File: src/hw/rtl/sha1_pkg.sv
// Shared types and constants for the SHA-1 digest core.
package sha1_pkg;

  localparam logic [31:0] K0 = 32'h5A827999;
  localparam logic [31:0] K1 = 32'h6ED9EBA1;
  localparam logic [31:0] K2 = 32'h8F1BBCDC;
  localparam logic [31:0] K3 = 32'hCA62C1D6;
  localparam logic [31:0] H0 = 32'h67452301;
  localparam logic [31:0] H1 = 32'hEFCDAB89;
  localparam logic [31:0] H2 = 32'h98BADCFE;
  localparam logic [31:0] H3 = 32'h10325476;
  localparam logic [31:0] H4 = 32'hC3D2E1F0;
  localparam logic [7:0]  PAD_BYTE = 8'h80;

  localparam logic KIND_DATA = 1'b0;
  localparam logic KIND_END  = 1'b1;

  typedef struct packed {
    logic       kind;
    logic [7:0] data;
  } sha1_item_t;

  typedef enum logic [2:0] {
    ST_IDLE,
    ST_PAD,
    ST_LEN,
    ST_RUN,
    ST_OUT
  } sha1_state_t;

endpackage

File: src/hw/rtl/sha1_message_digest_core.sv
// Top level of the SHA-1 message digest core.
// Input stream: one item per transfer. in_tuser is the kind (0 = message
// byte, 1 = end of message); in_tdata carries the byte.
// Output stream: five transfers per end-of-message item, digest word 0
// first; out_tuser holds the word index, out_tlast marks word 4.
// Items pass through a four-entry queue into the hash engine, so the
// input can keep taking items while the engine compresses.
// Each data byte is written into the block buffer; every 64th byte starts
// the 80-round compression loop (one round per cycle), during which the
// engine takes no new item. End of message brings the remaining padding
// and length-byte writes, one or two compressions, then five output
// transfers. The engine holds its output word while out_tready is low and
// takes no new item until the digest is fully transferred; the queue
// then fills and in_tready drops.
// Reset (rst_n low, synchronous) loads the initial hash words, clears
// the byte count and empties the queue.
module sha1_message_digest_core (
  input  logic        clk,
  input  logic        rst_n,
  input  logic        in_tvalid,
  output logic        in_tready,
  input  logic [7:0]  in_tdata,   // [7:0] data_byte
  input  logic        in_tuser,   // [0] kind
  output logic        out_tvalid,
  input  logic        out_tready,
  output logic [31:0] out_tdata,  // [31:0] digest_word
  output logic [2:0]  out_tuser,  // [2:0] word_index
  output logic        out_tlast
);
  import sha1_pkg::*;

  sha1_item_t in_item, q_item;
  logic       q_valid, q_ready;

  assign in_item.kind = in_tuser;
  assign in_item.data = in_tdata;

  sha1_fifo u_fifo (
    .clk(clk), .rst_n(rst_n),
    .wr_valid(in_tvalid), .wr_ready(in_tready), .wr_item(in_item),
    .rd_valid(q_valid), .rd_ready(q_ready), .rd_item(q_item)
  );

  sha1_engine u_engine (
    .clk(clk), .rst_n(rst_n),
    .item_valid(q_valid), .item_ready(q_ready), .item(q_item),
    .out_valid(out_tvalid), .out_ready(out_tready),
    .out_word(out_tdata), .out_index(out_tuser), .out_last(out_tlast)
  );
endmodule

File: src/hw/rtl/sha1_fifo.sv
// Small item queue between the input side and the hash engine.
module sha1_fifo (
  input  logic                clk,
  input  logic                rst_n,
  input  logic                wr_valid,
  output logic                wr_ready,
  input  sha1_pkg::sha1_item_t wr_item,
  output logic                rd_valid,
  input  logic                rd_ready,
  output sha1_pkg::sha1_item_t rd_item
);
  import sha1_pkg::*;

  sha1_item_t mem_r [4];
  logic [1:0] wp_r, rp_r;
  logic [2:0] cnt_r;
  logic       wr, rd;

  assign wr_ready = (cnt_r != 3'd4);
  assign rd_valid = (cnt_r != 3'd0);
  assign rd_item  = mem_r[rp_r];
  assign wr = wr_valid && wr_ready;
  assign rd = rd_valid && rd_ready;

  always_ff @(posedge clk) begin
    if (wr) mem_r[wp_r] <= wr_item;
    if (!rst_n) begin
      wp_r <= '0;
      rp_r <= '0;
      cnt_r <= '0;
    end else begin
      if (wr) wp_r <= wp_r + 2'd1;
      if (rd) rp_r <= rp_r + 2'd1;
      cnt_r <= cnt_r + {2'b0, wr} - {2'b0, rd};
    end
  end
endmodule

File: src/hw/rtl/sha1_engine.sv
// Block buffer, padding sequencer, 80-round compression and digest output.
module sha1_engine (
  input  logic                 clk,
  input  logic                 rst_n,
  input  logic                 item_valid,
  output logic                 item_ready,
  input  sha1_pkg::sha1_item_t item,
  output logic                 out_valid,
  input  logic                 out_ready,
  output logic [31:0]          out_word,
  output logic [2:0]           out_index,
  output logic                 out_last
);
  import sha1_pkg::*;

  sha1_state_t st_r, st_nxt;
  logic [31:0] w_r [16];
  logic [31:0] h_r [5];
  logic [31:0] a_r, b_r, c_r, d_r, e_r;
  logic [60:0] cnt_r;
  logic [5:0]  pos_r;
  logic [6:0]  rnd_r;
  logic        fin_r;
  logic        second_r;
  logic [2:0]  oi_r;
  logic [63:0] bits_r;

  logic        take, wr_en, rnd_done;
  logic [5:0]  wr_addr;
  logic [7:0]  wr_data;
  logic [31:0] fn, kc, tmp, wnew;

  assign take = item_valid && item_ready;
  assign item_ready = (st_r == ST_IDLE);
  assign rnd_done = (rnd_r == 7'd79);

  always_comb begin
    if (rnd_r < 7'd20) begin
      fn = (b_r & c_r) | (~b_r & d_r);
      kc = K0;
    end else if (rnd_r < 7'd40) begin
      fn = b_r ^ c_r ^ d_r;
      kc = K1;
    end else if (rnd_r < 7'd60) begin
      fn = (b_r & c_r) | (b_r & d_r) | (c_r & d_r);
      kc = K2;
    end else begin
      fn = b_r ^ c_r ^ d_r;
      kc = K3;
    end
    tmp = {a_r[26:0], a_r[31:27]} + fn + e_r + kc + w_r[0];
    wnew = w_r[13] ^ w_r[8] ^ w_r[2] ^ w_r[0];
    wnew = {wnew[30:0], wnew[31]};
  end

  always_comb begin
    st_nxt = st_r;
    case (st_r)
      ST_IDLE: begin
        if (take) begin
          if (item.kind == KIND_END) begin
            if (pos_r == 6'd63) st_nxt = ST_RUN;
            else if (pos_r == 6'd55) st_nxt = ST_LEN;
            else st_nxt = ST_PAD;
          end else if (pos_r == 6'd63) begin
            st_nxt = ST_RUN;
          end
        end
      end
      ST_PAD: begin
        if (pos_r == 6'd63 && second_r) st_nxt = ST_RUN;
        else if (pos_r == 6'd55 && !second_r) st_nxt = ST_LEN;
      end
      ST_LEN:  if (pos_r == 6'd63) st_nxt = ST_RUN;
      ST_RUN: begin
        if (rnd_done) begin
          if (!fin_r) st_nxt = ST_IDLE;
          else if (second_r) st_nxt = ST_PAD;
          else st_nxt = ST_OUT;
        end
      end
      ST_OUT:  if (out_ready && oi_r == 3'd4) st_nxt = ST_IDLE;
      default: st_nxt = ST_IDLE;
    endcase
  end

  always_comb begin
    wr_en = 1'b0;
    wr_addr = pos_r;
    wr_data = '0;
    case (st_r)
      ST_IDLE: begin
        wr_en = take;
        wr_data = (item.kind == KIND_END) ? PAD_BYTE : item.data;
      end
      ST_PAD:  wr_en = 1'b1;
      ST_LEN: begin
        wr_en = 1'b1;
        wr_data = bits_r[{~pos_r[2:0], 3'b000} +: 8];
      end
      default: wr_en = 1'b0;
    endcase
  end

  assign out_valid = (st_r == ST_OUT);
  assign out_word  = h_r[oi_r];
  assign out_index = oi_r;
  assign out_last  = (oi_r == 3'd4);

  // message bytes land big-endian straight in the schedule words
  always_ff @(posedge clk) begin
    if (wr_en) w_r[wr_addr[5:2]][{~wr_addr[1:0], 3'b000} +: 8] <= wr_data;
    if (st_nxt == ST_RUN && st_r != ST_RUN) begin
      a_r <= h_r[0];
      b_r <= h_r[1];
      c_r <= h_r[2];
      d_r <= h_r[3];
      e_r <= h_r[4];
    end else if (st_r == ST_RUN) begin
      for (int i = 0; i < 15; i++) w_r[i] <= w_r[i+1];
      w_r[15] <= wnew;
      a_r <= tmp;
      b_r <= a_r;
      c_r <= {b_r[1:0], b_r[31:2]};
      d_r <= c_r;
      e_r <= d_r;
    end
    if (!rst_n) begin
      st_r <= ST_IDLE;
      h_r[0] <= H0; h_r[1] <= H1; h_r[2] <= H2; h_r[3] <= H3; h_r[4] <= H4;
      cnt_r <= '0;
      pos_r <= '0;
      rnd_r <= '0;
      fin_r <= 1'b0;
      second_r <= 1'b0;
      oi_r <= '0;
      bits_r <= '0;
    end else begin
      st_r <= st_nxt;
      case (st_r)
        ST_IDLE: begin
          if (take) begin
            pos_r <= pos_r + 6'd1;
            if (item.kind == KIND_END) begin
              fin_r <= 1'b1;
              bits_r <= {cnt_r, 3'b000};
              second_r <= (pos_r > 6'd55);
            end else begin
              cnt_r <= cnt_r + 61'd1;
              fin_r <= 1'b0;
            end
          end
        end
        ST_PAD, ST_LEN: pos_r <= pos_r + 6'd1;
        ST_RUN: begin
          rnd_r <= rnd_r + 7'd1;
          if (rnd_done) begin
            rnd_r <= '0;
            h_r[0] <= h_r[0] + tmp;
            h_r[1] <= h_r[1] + a_r;
            h_r[2] <= h_r[2] + {b_r[1:0], b_r[31:2]};
            h_r[3] <= h_r[3] + c_r;
            h_r[4] <= h_r[4] + d_r;
            if (fin_r && second_r) second_r <= 1'b0;
          end
        end
        ST_OUT: begin
          if (out_ready) begin
            oi_r <= oi_r + 3'd1;
            if (oi_r == 3'd4) begin
              oi_r <= '0;
              h_r[0] <= H0; h_r[1] <= H1; h_r[2] <= H2; h_r[3] <= H3; h_r[4] <= H4;
              cnt_r <= '0;
              pos_r <= '0;
              fin_r <= 1'b0;
            end
          end
        end
        default: ;
      endcase
    end
  end
endmodule
File: config.mk
export PLATFORM = sky130hd
export DESIGN_NAME = sha1_message_digest_core
export DESIGN_NICKNAME = d
export VERILOG_FILES = /design/src/hw/rtl/sha1_pkg.sv /design/src/hw/rtl/sha1_message_digest_core.sv /design/src/hw/rtl/sha1_fifo.sv /design/src/hw/rtl/sha1_engine.sv
export SDC_FILE = /design/constraint.sdc
export NUM_CORES = 2
export LEC_CHECK = 0
export ABC_AREA = 1
export BUFFER_PORTS_ARGS = -buffer_cell sky130_fd_sc_hd__clkbuf_2
export CORE_ASPECT_RATIO = 0.7
export CORE_MARGIN = 2
export CORE_UTILIZATION = 49
export CTS_BUF_LIST = sky130_fd_sc_hd__clkbuf_2
export DETAILED_ROUTE_END_ITERATION = 8
export PLACE_DENSITY = 0.62
export SLEW_MARGIN = 20
export SYNTH_ARGS = -nofsm -noshare
export SYNTH_HDL_FRONTEND = slang
export SYNTH_SLANG_ARGS = --single-unit
export TNS_END_PERCENT = 50
File: constraint.sdc
create_clock -name clk -period 8.75 [get_ports clk]
set_input_delay 1.75 -clock clk [delete_from_list [all_inputs] [get_ports clk]]
set_output_delay 1.75 -clock clk [all_outputs]
set_load 0.02 [all_outputs]
==> reports/metrics.yaml <==
timing:
  fin_crit_sh_pct: 98.92
  finalHoldViolCount: 0
  rsz0062_at_grt: "no"
  drv_slew: 0
  fin_setup_tns_ps: 0
  hold_slack_ps: 282.0
  fin_crit_ps: 8655
  worst_pin_slew_ps: 1293
  fmax_mhz: 115.5
  finalClockSkew_ps: 202.6
  finalSetupViolCount: 0
  maxSlewHeadroom_pct: 13.64
cts:
  cts_max_path_buffers: 4
  cts-buffers-inserted: 280
  h-tree-depth: 5
  worstSkewPairLatency_ps: 1820
  cts_setup_buffers: 0
  cts.sinks: 1023
  cts-root-buf: "clkbuf_2"
  clk_pin_slew_ps: 110
  cts_resized: 0
  hold_buffers: 0
  cts_tree: "done"
logic_synthesis:
  synth_fp_nets: 7345
  synthDistinctLibCells: 60
  synth_top_area_cell: "edfxtp_1"
  synth_area_sq_mm: 0.05961
  synth-seq-cells: 1023
  synth_cells: 6971
  synth_top_area_share_pct: 43.73
  yosys-top-cells-area: "edfxtp_1, nand2_1, dfxtp_1"
  syn_area_per_cell_sq_um: 8.551
  ys.warnings.count: 0
  synth_edf_count: 868
  ys.flop_type: "edfxtp_1"
  async_reset_ff_share_pct: 0
  yosysSeqAreaShare_pct: 48.93
  netlist_top_cells_count: "nand2_1, edfxtp_1, inv_1"
  yosysMostFrequentCell: "nand2_1"
power:
  p_sw_w: 0.005511
  power_frac_seq_pct: 43.5
  leakage_nw: 27.54
  power.density_mw_per_mm2: 214.0
  switching_share_pct: 40.31
  p_clk_share_pct: 25.4
  irDropWorstVdd_v: 0.0001577
  p_int_w: 0.008160
  comb_power_share_pct: 31.1
global_routing:
  grt_first_pass_wirelength_mm: 328.2
  grt_max_degree: 241
  grt_usage_pct: 36.73
  grt_remaining_overflow: 0
  antenna_found_initial: 10
  grt_pass1_vias: 46954
final_layout:
  stdcell_area_sq_mm: 0.06387
  drive_gt1_share_pct: 8.976
  syn_to_final_growth_pct: 7.156
  nNetsFinal: 7523
  nFillCells: 11586
placement:
  placed_area_sq_mm: 0.06157
  port_buffers: 50
  gp_congestion: 1.122
  dp_hpwl_mm: 175.8
floorplan:
  die_width_microns: 420.9
  ios: 51
  die_area_sq_mm: 0.1245
  start_util_pct: 49.20
  core_sq_mm: 0.1212
  die_h_microns: 295.8
  num_rows: 107
worst_setup_path:
  crit_start: "u_engine.rnd_r[4]$_SDFFE_PN0N_"
  crit_arrival_ps: 10120
  cp-end-kind: "flop"
  startpoint_type: "flop"
  worstPathMaxFanout: 14
  timing.rr.end: "u_engine.h_r[0][26]$_SDFFCE_PP1P_"
  worstPathRequired_ps: 10220
  ff2ff_path_depth: 27
  reg2reg_from: "u_engine.rnd_r[4]$_SDFFE_PN0N_"
  ff2ff_setup_slack_ps: 90
  path_class: "reg2reg"
worst_hold_path:
  hold_depth: 1
  min_to: "u_fifo.mem_r[0][5]$_DFFE_PP_"
  min_path_type: "in2reg"
  min_from: "in_tdata[5]"
routing:
  routed_via_density: 5.841
  wl_mm: 230.5
  post_drt_wl_per_cell_microns: 25.75
  num_vias: 52274
  first_pass_iters: 7
  route.detailed.drc: 0
  drt_iter0_drc: 7274
  antenna_left: 0
run:
  maxCapViolCount: 0
outcome:
  outcome: "completed"
-- metal layers --
| layer | GRT usage [%] | up-vias | routed length, microns |
|---|---|---|---|
| met5 | 0 | - | 121 |
| met4 | 7.710 | 6 | 3169 |
| met1 | 60.00 | 25046 | 110500 |
| met3 | 17.58 | 247 | 38550 |
| met2 | 41.28 | 3203 | 78170 |
| li1 | - | 23772 | - |
-- critical path, cell delays in order, from the launching register on --
cell and delay [ps]:
dfxtp_1 370, nand2_1 100, nand3_1 600, nand2_4 560, buf_4 230, o221ai_1 160
fa_1 570, inv_1 60, fa_1 520, inv_1 60, fa_1 530, inv_1 40
ha_1 370, nand2_1 110, o21ai_0 740, nor2_1 180, o21bai_1 630, xor2_1 300
ha_1 560, nand2_1 140, nor2_1 110, inv_1 60, nor3_1 640, nand4_1 280
nand3_1 220, nand2_1 110, nand3_1 80, nand3_1 70
-- registers in the layout, summed over array words and instances (netlist names), 3 cells and up, named ones only --
name                count
u_engine.h_r          160
u_engine.out_index      3
u_engine.a_r           32
u_engine.d_r           32
u_engine.st_r           3
u_engine.pos_r          6
u_engine.bits_r        61
u_engine.b_r           32
u_fifo.mem_r           36
u_fifo.cnt_r            3
u_engine.cnt_r         61
u_engine.rnd_r          7
u_engine.w_r          512
u_engine.c_r           32
u_engine.e_r           32
-- final cells by class --
cell class | count | area (sq um) | area share (%)
tap | 1635 | 2046 | 3.203
inverter | 708 | 2673 | 4.184
clock inverter | 42 | 271.5 | 0.4251
multi-input combinational | 4999 | 26760 | 41.89
clock buffer | 399 | 1997 | 3.126
antenna | 6 | 15.01 | 0.02351
sequential | 1023 | 29170 | 45.67
timing repair buffer | 137 | 940.9 | 1.473
-- worst max path at each step --
stage / cells after the start / slack [ps] / to
2_1_floorplan: 5 / 2400 / u_engine.h_r[0][0]$_SDFFCE_PP1P_
6_report: 27 / 90 / u_engine.h_r[0][26]$_SDFFCE_PP1P_
5_1_grt: 28 / 30 / u_engine.h_r[0][21]$_SDFFCE_PP0P_
3_3_place_gp: 27 / -70 / u_engine.h_r[0][26]$_SDFFCE_PP1P_
4_1_cts: 27 / 180 / u_engine.h_r[0][26]$_SDFFCE_PP1P_
3_5_place_dp: 27 / 240 / u_engine.h_r[0][26]$_SDFFCE_PP1P_
-- cell families (layout without fill, tap and decap cells) --
group | after synthesis | count (layout) | share of synthesized area, %
buf+inv | 949 | 1286 | 6.304
compound gates | 1265 | 1265 | 11.62
simple gates | 3240 | 3240 | 22.04
flops | 1023 | 1023 | 48.93
other cells | 0 | 6 | 0
fa+ha+maj | 361 | 361 | 9.152
xor+xnor | 133 | 133 | 1.954
-- layout by cell type (no fill, tap or decap), types with 79 or more instances in the layout --
cell type,instances
o21ai_0,400
nor2_1,533
edfxtp_1,868
buf_4,84
nand3_1,256
ha_1,236
fa_1,125
o21ai_1,116
nand2_1,2171
nor3_1,96
dfxtp_1,153
a21oi_1,491
clkbuf_2,449
inv_1,688
nand4_1,79
-- power groups by stage --
stage / Combinational, W / Clock, W / Sequential, W
finish: 0.00425 / 0.00347 / 0.00595
global route: 0.00465 / 0.00373 / 0.00597
CTS: 0.00409 / 0.00351 / 0.00594
detailed placement: 0.00406 / 0 / 0.00605
global placement: 0.00408 / 0 / 0.00605
floorplan: 0.00270 / 0 / 0.00596
-- stage by stage --
step | util (%) | setup WS (ps) | power [W] | cells
3_5_place_dp | 50.81 | 245.0 | 0.01012 | 8502
4_1_cts | 52.69 | 178.7 | 0.01354 | 8943
2_1_floorplan | - | 2404 | 0.008657 | 6971
3_3_place_gp | 50.81 | -69.14 | 0.01013 | 8502
5_1_grt | 52.71 | 29.40 | 0.01435 | 8945
6_report | 52.72 | 94.89 | 0.01367 | 8949
Power figures use the tool's default switching activity.
